`src/rtl/cwm_pkg.sv`:
```
// shared types and constants for the color window mask centroid unit
package cwm_pkg;

  localparam int PIX_W    = 8;
  localparam int TOL_W    = 6;
  localparam int FW_W     = 12;
  localparam int POS_W    = 11;
  localparam int SUM_W    = 33;
  localparam int CNT_W    = 23;
  localparam int S_DATA_W = 24;
  localparam int M_DATA_W = 48;
  localparam int ADDR_W   = 5;
  localparam int APB_W    = 32;
  localparam int QDEPTH   = 4;
  localparam int QAW      = $clog2(QDEPTH);
  localparam int QCW      = QAW + 1;
  localparam int STEP_W   = $clog2(POS_W);
  localparam int DSH_W    = CNT_W + POS_W - 1;

  localparam logic [POS_W-1:0] POS_MAX           = '1;
  localparam logic [FW_W-1:0]  FRAME_WIDTH_RESET = FW_W'(640);

  typedef enum logic [2:0] {
    REG_BLUE_TARGET,
    REG_GREEN_TARGET,
    REG_RED_TARGET,
    REG_BLUE_TOL,
    REG_GREEN_TOL,
    REG_RED_TOL,
    REG_FRAME_WIDTH
  } reg_idx_t;

  typedef enum logic [1:0] {
    BK_IDLE,
    BK_DIV,
    BK_HOLD
  } back_state_t;

  typedef struct packed {
    logic [PIX_W-1:0] blue_target;
    logic [PIX_W-1:0] green_target;
    logic [PIX_W-1:0] red_target;
    logic [TOL_W-1:0] blue_tol;
    logic [TOL_W-1:0] green_tol;
    logic [TOL_W-1:0] red_tol;
    logic [FW_W-1:0]  frame_width;
  } cwm_cfg_t;

  typedef struct packed {
    logic             mask;
    logic             last;
    logic [SUM_W-1:0] row_sum;
    logic [SUM_W-1:0] col_sum;
    logic [CNT_W-1:0] count;
  } cwm_item_t;

  typedef struct packed {
    logic [CNT_W-1:0] match_total;
    logic [POS_W-1:0] centroid_col;
    logic [POS_W-1:0] centroid_row;
    logic             centroid_valid;
    logic             mask_bit;
  } cwm_result_t;

endpackage

```
`src/rtl/cwm_regs.sv`:
```
// configuration register file behind the apb-style port
module cwm_regs (
  input  logic                       clk,
  input  logic                       rst,
  input  logic                       psel,
  input  logic                       penable,
  input  logic                       pwrite,
  input  logic [cwm_pkg::ADDR_W-1:0] paddr,
  input  logic [cwm_pkg::APB_W-1:0]  pwdata,
  output logic [cwm_pkg::APB_W-1:0]  prdata,
  output logic                       pready,
  output cwm_pkg::cwm_cfg_t          cfg
);
  import cwm_pkg::*;

  logic     wr_en;
  reg_idx_t idx;

  assign pready = 1'b1;
  assign wr_en  = psel & penable & pwrite & pready;
  assign idx    = reg_idx_t'(paddr[ADDR_W-1:2]);

  always_ff @(posedge clk) begin
    if (rst) begin
      cfg             <= '0;
      cfg.frame_width <= FRAME_WIDTH_RESET;
    end else if (wr_en) begin
      case (idx)
        REG_BLUE_TARGET:  cfg.blue_target  <= pwdata[PIX_W-1:0];
        REG_GREEN_TARGET: cfg.green_target <= pwdata[PIX_W-1:0];
        REG_RED_TARGET:   cfg.red_target   <= pwdata[PIX_W-1:0];
        REG_BLUE_TOL:     cfg.blue_tol     <= pwdata[TOL_W-1:0];
        REG_GREEN_TOL:    cfg.green_tol    <= pwdata[TOL_W-1:0];
        REG_RED_TOL:      cfg.red_tol      <= pwdata[TOL_W-1:0];
        REG_FRAME_WIDTH:  cfg.frame_width  <= pwdata[FW_W-1:0];
        default: ;
      endcase
    end
  end

  always_comb begin
    case (idx)
      REG_BLUE_TARGET:  prdata = APB_W'(cfg.blue_target);
      REG_GREEN_TARGET: prdata = APB_W'(cfg.green_target);
      REG_RED_TARGET:   prdata = APB_W'(cfg.red_target);
      REG_BLUE_TOL:     prdata = APB_W'(cfg.blue_tol);
      REG_GREEN_TOL:    prdata = APB_W'(cfg.green_tol);
      REG_RED_TOL:      prdata = APB_W'(cfg.red_tol);
      REG_FRAME_WIDTH:  prdata = APB_W'(cfg.frame_width);
      default:          prdata = '0;
    endcase
  end

endmodule

```
`src/rtl/cwm_front.sv`:
```
// front end: color window test, position tracking and frame accumulators
module cwm_front (
  input  logic                      clk,
  input  logic                      rst,
  input  cwm_pkg::cwm_cfg_t         cfg,
  input  logic                      in_valid,
  output logic                      in_ready,
  input  logic [cwm_pkg::PIX_W-1:0] blue,
  input  logic [cwm_pkg::PIX_W-1:0] green,
  input  logic [cwm_pkg::PIX_W-1:0] red,
  input  logic                      frame_last,
  input  logic                      q_full,
  output logic                      push,
  output cwm_pkg::cwm_item_t        item
);
  import cwm_pkg::*;

  // strict window: t - d < x < t + d, worked without signs
  function automatic logic in_win(input logic [PIX_W-1:0] x, input logic [PIX_W-1:0] t,
                                  input logic [TOL_W-1:0] d);
    logic [PIX_W:0] xe;
    logic [PIX_W:0] te;
    logic [PIX_W:0] de;
    xe = {1'b0, x};
    te = {1'b0, t};
    de = (PIX_W+1)'(d);
    return (xe < te + de) && (xe + de > te);
  endfunction

  logic [POS_W-1:0] col_pos;
  logic [POS_W-1:0] row_pos;
  logic [SUM_W-1:0] row_sum;
  logic [SUM_W-1:0] col_sum;
  logic [CNT_W-1:0] count;

  logic             match;
  logic             add_en;
  logic             end_of_row;
  logic [SUM_W-1:0] row_sum_next;
  logic [SUM_W-1:0] col_sum_next;
  logic [CNT_W-1:0] count_next;

  assign in_ready = ~q_full;
  assign push     = in_valid & in_ready;

  assign match = in_win(blue, cfg.blue_target, cfg.blue_tol)
               & in_win(green, cfg.green_target, cfg.green_tol)
               & in_win(red, cfg.red_target, cfg.red_tol);

  // accumulation freezes once the top bit of the count is set
  assign add_en = match & ~count[CNT_W-1];

  assign row_sum_next = add_en ? row_sum + SUM_W'(row_pos) : row_sum;
  assign col_sum_next = add_en ? col_sum + SUM_W'(col_pos) : col_sum;
  assign count_next   = count + CNT_W'(add_en);

  assign end_of_row = (col_pos == POS_MAX)
                    || ((cfg.frame_width != '0)
                        && (FW_W'(col_pos) + FW_W'(1) == cfg.frame_width));

  always_comb begin
    item.mask    = match;
    item.last    = frame_last;
    item.row_sum = row_sum_next;
    item.col_sum = col_sum_next;
    item.count   = count_next;
  end

  always_ff @(posedge clk) begin
    if (rst) begin
      col_pos <= '0;
      row_pos <= '0;
      row_sum <= '0;
      col_sum <= '0;
      count   <= '0;
    end else if (push) begin
      if (frame_last) begin
        col_pos <= '0;
        row_pos <= '0;
        row_sum <= '0;
        col_sum <= '0;
        count   <= '0;
      end else begin
        row_sum <= row_sum_next;
        col_sum <= col_sum_next;
        count   <= count_next;
        if (end_of_row) begin
          col_pos <= '0;
          row_pos <= row_pos + POS_W'(1);
        end else begin
          col_pos <= col_pos + POS_W'(1);
        end
      end
    end
  end

endmodule

```
`src/rtl/cwm_queue.sv`:
```
// short item queue between front and back
module cwm_queue (
  input  logic               clk,
  input  logic               rst,
  input  logic               push,
  input  cwm_pkg::cwm_item_t push_item,
  output logic               full,
  input  logic               pop,
  output logic               valid,
  output cwm_pkg::cwm_item_t head
);
  import cwm_pkg::*;

  cwm_item_t      slots [QDEPTH];
  logic [QAW-1:0] wr_ptr;
  logic [QAW-1:0] rd_ptr;
  logic [QCW-1:0] fill;

  assign full  = (fill == QCW'(QDEPTH));
  assign valid = (fill != '0);
  assign head  = slots[rd_ptr];

  always_ff @(posedge clk) begin
    if (push) begin
      slots[wr_ptr] <= push_item;
    end
  end

  always_ff @(posedge clk) begin
    if (rst) begin
      wr_ptr <= '0;
      rd_ptr <= '0;
      fill   <= '0;
    end else begin
      if (push) begin
        wr_ptr <= wr_ptr + QAW'(1);
      end
      if (pop) begin
        rd_ptr <= rd_ptr + QAW'(1);
      end
      fill <= fill + QCW'(push) - QCW'(pop);
    end
  end

endmodule

```
`src/rtl/cwm_back.sv`:
```
// back end: centroid division and output register
module cwm_back (
  input  logic                 clk,
  input  logic                 rst,
  input  logic                 q_valid,
  input  cwm_pkg::cwm_item_t   q_item,
  output logic                 q_pop,
  output logic                 out_valid,
  input  logic                 out_ready,
  output cwm_pkg::cwm_result_t result
);
  import cwm_pkg::*;

  back_state_t       state;
  back_state_t       state_next;
  logic [STEP_W-1:0] step;
  logic [SUM_W-1:0]  rem_row;
  logic [SUM_W-1:0]  rem_col;
  logic [DSH_W-1:0]  dsh;
  logic [POS_W-1:0]  quo_row;
  logic [POS_W-1:0]  quo_col;
  logic [CNT_W-1:0]  total;
  logic              mask_hold;

  logic out_free;
  logic need_div;
  logic start_div;
  logic load_direct;
  logic load_div;
  logic row_ge;
  logic col_ge;

  assign out_free = ~out_valid | out_ready;
  assign need_div = q_item.last & (q_item.count != '0);
  assign row_ge   = (SUM_W'(dsh) <= rem_row);
  assign col_ge   = (SUM_W'(dsh) <= rem_col);

  always_ff @(posedge clk) begin
    if (rst) begin
      state <= BK_IDLE;
    end else begin
      state <= state_next;
    end
  end

  always_comb begin
    state_next  = state;
    q_pop       = 1'b0;
    start_div   = 1'b0;
    load_direct = 1'b0;
    load_div    = 1'b0;
    unique case (state)
      BK_IDLE: begin
        if (q_valid) begin
          if (need_div) begin
            q_pop      = 1'b1;
            start_div  = 1'b1;
            state_next = BK_DIV;
          end else if (out_free) begin
            q_pop       = 1'b1;
            load_direct = 1'b1;
          end
        end
      end
      BK_DIV: begin
        if (step == '0) begin
          state_next = BK_HOLD;
        end
      end
      BK_HOLD: begin
        if (out_free) begin
          load_div   = 1'b1;
          state_next = BK_IDLE;
        end
      end
      default: state_next = BK_IDLE;
    endcase
  end

  // restoring division, one quotient bit per lane per cycle, msb first
  always_ff @(posedge clk) begin
    if (start_div) begin
      rem_row   <= q_item.row_sum;
      rem_col   <= q_item.col_sum;
      dsh       <= {q_item.count, {(POS_W-1){1'b0}}};
      total     <= q_item.count;
      mask_hold <= q_item.mask;
      step      <= STEP_W'(POS_W - 1);
      quo_row   <= '0;
      quo_col   <= '0;
    end else if (state == BK_DIV) begin
      if (row_ge) begin
        rem_row <= rem_row - SUM_W'(dsh);
      end
      if (col_ge) begin
        rem_col <= rem_col - SUM_W'(dsh);
      end
      quo_row <= {quo_row[POS_W-2:0], row_ge};
      quo_col <= {quo_col[POS_W-2:0], col_ge};
      dsh     <= dsh >> 1;
      step    <= step - STEP_W'(1);
    end
  end

  always_ff @(posedge clk) begin
    if (rst) begin
      out_valid <= 1'b0;
    end else if (load_direct || load_div) begin
      out_valid <= 1'b1;
    end else if (out_ready) begin
      out_valid <= 1'b0;
    end
  end

  always_ff @(posedge clk) begin
    if (load_direct) begin
      result.mask_bit       <= q_item.mask;
      result.centroid_valid <= q_item.last;
      result.centroid_row   <= '0;
      result.centroid_col   <= '0;
      result.match_total    <= q_item.last ? q_item.count : '0;
    end else if (load_div) begin
      result.mask_bit       <= mask_hold;
      result.centroid_valid <= 1'b1;
      result.centroid_row   <= quo_row;
      result.centroid_col   <= quo_col;
      result.match_total    <= total;
    end
  end

endmodule

```
`src/rtl/color_window_mask_centroid_unit.sv`:
```
// a pixel result passes through the item queue and then the output register, loaded when the back end is free
// a frame-end beat with matches goes through the shared restoring divider (one quotient bit
// of row and column per cycle), then waits in the hold state until the output register is free
// throughput: one pixel per cycle while the queue has room; each frame end occupies the back end
// for the whole division, absorbed by the 4-entry queue, after which s_tready drops until it drains
// reset (rst, synchronous, active high): position, sums, count and queue clear, regs to defaults
module color_window_mask_centroid_unit (
  input  logic                         clk,
  input  logic                         rst,
  // pixel input
  input  logic                         s_tvalid,
  output logic                         s_tready,
  input  logic [cwm_pkg::S_DATA_W-1:0] s_tdata,   // blue[7:0], green[15:8], red[23:16]
  input  logic                         s_tlast,   // frame_last
  // result output
  output logic                         m_tvalid,
  input  logic                         m_tready,
  output logic [cwm_pkg::M_DATA_W-1:0] m_tdata,   // mask_bit[0], centroid_row[11:1],
                                                  // centroid_col[22:12], match_total[45:23]
  output logic                         m_tlast,   // centroid_valid
  // configuration
  input  logic                         psel,
  input  logic                         penable,
  input  logic                         pwrite,
  input  logic [cwm_pkg::ADDR_W-1:0]   paddr,
  input  logic [cwm_pkg::APB_W-1:0]    pwdata,
  output logic [cwm_pkg::APB_W-1:0]    prdata,
  output logic                         pready
);
  import cwm_pkg::*;

  cwm_cfg_t    cfg;
  cwm_item_t   push_item;
  cwm_item_t   head_item;
  cwm_result_t result;
  logic        push;
  logic        q_full;
  logic        q_valid;
  logic        q_pop;

  // register file; the user must write it only while the stream is idle, the block does not enforce this
  cwm_regs u_regs (
    .clk     (clk),
    .rst     (rst),
    .psel    (psel),
    .penable (penable),
    .pwrite  (pwrite),
    .paddr   (paddr),
    .pwdata  (pwdata),
    .prdata  (prdata),
    .pready  (pready),
    .cfg     (cfg)
  );

  // front end classifies each beat and snapshots the running frame sums into the queue
  cwm_front u_front (
    .clk        (clk),
    .rst        (rst),
    .cfg        (cfg),
    .in_valid   (s_tvalid),
    .in_ready   (s_tready),
    .blue       (s_tdata[PIX_W-1:0]),
    .green      (s_tdata[2*PIX_W-1:PIX_W]),
    .red        (s_tdata[3*PIX_W-1:2*PIX_W]),
    .frame_last (s_tlast),
    .q_full     (q_full),
    .push       (push),
    .item       (push_item)
  );

  // decouples the per-pixel path from the frame-end division
  cwm_queue u_queue (
    .clk       (clk),
    .rst       (rst),
    .push      (push),
    .push_item (push_item),
    .full      (q_full),
    .pop       (q_pop),
    .valid     (q_valid),
    .head      (head_item)
  );

  // back end passes mask beats straight through and divides on a frame end with matches
  cwm_back u_back (
    .clk       (clk),
    .rst       (rst),
    .q_valid   (q_valid),
    .q_item    (head_item),
    .q_pop     (q_pop),
    .out_valid (m_tvalid),
    .out_ready (m_tready),
    .result    (result)
  );

  // pack result fields lowest first, zero pad to whole bytes
  assign m_tdata = {{(M_DATA_W-CNT_W-2*POS_W-1){1'b0}}, result.match_total,
                    result.centroid_col, result.centroid_row, result.mask_bit};
  assign m_tlast = result.centroid_valid;

endmodule

```
`config.mk`:
```
export PLATFORM = sky130hd
export DESIGN_NAME = color_window_mask_centroid_unit
export DESIGN_NICKNAME = d
export VERILOG_FILES = /design/src/rtl/cwm_pkg.sv /design/src/rtl/cwm_regs.sv /design/src/rtl/cwm_front.sv /design/src/rtl/cwm_queue.sv /design/src/rtl/cwm_back.sv /design/src/rtl/color_window_mask_centroid_unit.sv
export SDC_FILE = /design/constraint.sdc
export NUM_CORES = 1
export LEC_CHECK = 0
export ABC_AREA = 1
export BUFFER_PORTS_ARGS = -buffer_cell sky130_fd_sc_hd__buf_4
export CELL_PAD_IN_SITES_DETAIL_PLACEMENT = 0
export CELL_PAD_IN_SITES_GLOBAL_PLACEMENT = 1
export CORE_MARGIN = 1
export CORE_UTILIZATION = 25
export CTS_BUF_LIST = sky130_fd_sc_hd__clkbuf_2
export CTS_CLUSTER_SIZE = 16
export DETAILED_ROUTE_END_ITERATION = 10
export PLACE_DENSITY = 0.6
export SLEW_MARGIN = 0
export SYNTH_ARGS = -nofsm -noshare
export SYNTH_HDL_FRONTEND = slang
export SYNTH_HIERARCHICAL = 1
export SYNTH_SLANG_ARGS = --single-unit
```
`constraint.sdc`:
```
create_clock -name clk -period 7 [get_ports clk]
set_input_delay 0.7 -clock clk [delete_from_list [all_inputs] [get_ports clk]]
set_output_delay 0.7 -clock clk [all_outputs]
set_load 0.01 [all_outputs]
```
==> out/results.ini <==
[synthesis]
netlist_instances=5431
synth_edf_count=502
ys_warn_count=6
synth_top_area_share=0.354
ys_ff_latch=737
synth_cell_types=45
synth_fa_ha_area_frac=0.0581
async_flop_share=0
synth_compound_area_frac=0.0874
synth.largest_area_cell=edfxtp_1
seq_area_frac_synth=0.465
synthMuxAreaShare=0
syn_avg_cell_area_sq_um=7.84
synth-xor-area-share=0.0259
synth_top_family_by_area=simple AND/OR/NAND/NOR gates
synth-main-ff-cell=edfxtp_1
synth-simple-area-share=0.258
yosys-top-cells-area=edfxtp_1 35%, nand2_1 14%, dfxtp_1 11%
netlist_area_sq_um=42600

[layout]
fin_nets=5910
final_common_cell=nand2_1
fillerInstances=18500
area_growth_pct=13.0
multi_input_area_sq_um=18400
fin_util=0.284
regArea_sq_um=19800
final_cell_mix=1554 x nand2_1, 888 x inv_1, 502 x edfxtp_1
drive_gt1_frac=0.0899

[floorplan]
coreArea_sq_um=169000
row_count=151
start_util=0.251
dieArea_sq_um=172000
die_h_microns=415
boundaryPins=153
fp.dieW_microns=415

[sta]
fin_crit_sh=0.837
setup_viol=0
finalHoldViolCount=0
finalCriticalPeriod_ns=5.86
drv_slew=0
tns_ns=0
finalClockSkew_ns=0.138
rsz0062_at_grt=no
maxClockFrequency_mhz=171
slew_headroom=0.232
tightest_slew_ns=1.15

[global_route]
track_usage=0.144
antenna_found_initial=3
grt_max_degree=205
grt_pass1_vias=33700
overflow=0
grt_pass1_wl_mm=193

[clock_tree]
ctsResizeCount=0
clock-sinks=737
clockBufferDepth=3
clkLatencyLatePin_ns=1.66
cts_root_buffer=clkbuf_2
cts_tree=built
cts.clk_slew.worst_paths_ns=0.10
numCtsBuffers=200
cts-htree-levels=4

[power_and_ir_drop]
clockPowerShare=0.184
p_switching_uw=8160
seqPwrFrac=0.350
power.density_nw_per_um2=369
p_int_uw=9590
leakagePower_uw=0.0211
comb_power_share=0.466
switching_share=0.460
vdd_drop_max_mv=0.232

[setup_path]
crit_top_cell=nand2_1
slowest_stage=dlygate4sd3_1
cp-end-kind=flop
reg2reg_from=u_regs/cfg[48]$_SDFFE_PP0P_
critPathLaunchType=flop
cp_max_fo=5
slowest_delay_ns=0.57
arrival_ns=7.38
crit_buf_inv=3
crit_start=u_regs/cfg[48]$_SDFFE_PP0P_
required_ns=8.52
path_delay_family=simple AND/OR/NAND/NOR gates
critical_path_class=reg2reg

[routing]
routedWlPerCell_microns=15.5
drtAntennaViolNets=0
drc_errors=0
routed_wl_mm=125
drtIter0Drc=2263
dr.pass1.iters=6
num_vias=35200
via_per_inst=4.37

[job]
maxCapViolations=0

[run_status]
outcome=complete, no violations

[hold_path]
hold_path_class=in2reg
min-delay-start=s_tdata[22]

[placement]
gp_congestion=0.855
io_buffer_count=107
hpwl_mm=87.2

==> cells by family (layout without fill, tap and decap cells) <==
| group | count (synthesis) | after routing |
|---|---|---|
| AOI/OAI and AO/OA | 678 | 678 |
| xor gates and xnor gates | 126 | 126 |
| adders and majority gates | 191 | 191 |
| buffers and inverters | 1111 | 1477 |
| DFF | 737 | 737 |
| other | 3 | 36 |
| and+or+nand+nor | 2585 | 2585 |
==> worst paths after layout <==
path                                    endpoint  depth (start not counted)  slack [ns]
hold / removal    u_queue/slots[3][90]$_DFFE_PP_                          9        0.19
hold reg to reg    u_front/count[3]$_SDFFE_PP0P_                          2        0.47
setup reg to reg  u_front/count[20]$_SDFFE_PP0P_                         31        1.14
setup / recovery  u_front/count[20]$_SDFFE_PP0P_                         31        1.14
==> cell usage after synthesis (3+ instances only) <==
library cell,instances
nand2_1,1555
inv_1,894
edfxtp_1,502
nor2_1,367
nand3_1,343
a21oi_1,313
dfxtp_1,235
o21ai_0,212
ha_1,180
nand4_1,127
o211ai_1,96
buf_2,84
and2_1,71
xor2_1,64
xnor2_1,62
clkbuf_1,61
buf_4,52
nor3_1,40
o22ai_1,22
nand3b_1,17
nor2_2,17
fa_1,11
nand2_2,9
o21ai_1,9
a21o_1,8
buf_1,8
nand3_2,8
o21bai_1,8
or2_2,8
and3_1,7
nor4_1,7
buf_6,6
inv_2,5
nor2_4,4
a21boi_0,3
a31oi_1,3
conb_1,3
==> state kept, by name, indices dropped and copies added (netlist names), 33 cells and up, named ones only <==
register / count
u_back/result: 47
u_back/dsh: 33
u_front/row_sum: 33
u_back/rem_col: 33
u_regs/cfg: 54
u_queue/slots: 364
u_back/rem_row: 33
u_front/col_sum: 33
==> stage by stage <==
stage | power [uW] | worst slack, ns | std cells | cell area, sq um | hold WS [ns]
6_report | 17700 | 1.14 | 8048 | 48100 | 0.193
5_1_grt | 19400 | 0.563 | 8046 | 48100 | 0.0933
4_1_cts | 18000 | 1.07 | 8035 | 48100 | 0.00348
3_5_place_dp | 14600 | 0.916 | 7590 | 45400 | 0.447
3_3_place_gp | 14600 | 0.888 | 7590 | 45400 | 0.445
2_1_floorplan | 11900 | 1.86 | 5451 | 42600 | 0.436
==> worst reg2reg max path: cells and delay by family, from the launching register on <==
kind | cells | cell delay [ns]
compound gates | 4 | 0.62
simple gates | 18 | 2.32
buf+inv | 3 | 0.75
fa+ha+maj | 4 | 1.05
flops | 1 | 0.38
xor+xnor | 2 | 0.61
==> metal layers <==
| layer | GRT usage | wire [microns] | vias up |
|---|---|---|---|
| met3 | 0.0255 | 5810 | 149 |
| li1 | - | - | 18100 |
| met4 | 0.0459 | 2780 | 0 |
| met2 | 0.225 | 54700 | 688 |
| met1 | 0.200 | 61500 | 16200 |
| met5 | 0 | 0 | - |
==> power groups by stage <==
stage	clock network [uW]	logic [uW]	registers (uW)
after floorplan	0	5760	6170
after global placement	0	8260	6310
after detailed placement	0	8310	6330
after CTS	3450	8360	6230
after global routing	3670	9400	6310
final	3260	8280	6210
==> what timing repair did <==
action	4_1_cts	5_1_grt
endpoints found under the hold margin	229	0
hold buffers	76	0
setup buffers	0	0
==> area by class of cell <==
type	count	area share
Antenna cell	13	0.000676
Clock buffer	299	0.0311
Clock inverter	70	0.00918
Inverter	900	0.0705
Multi-Input combinational cell	3603	0.383
Sequential cell	737	0.411
Tap cell	2218	0.0577
Timing Repair Buffer	208	0.0369
No activity file was read; power rests on OpenSTA's default activity.
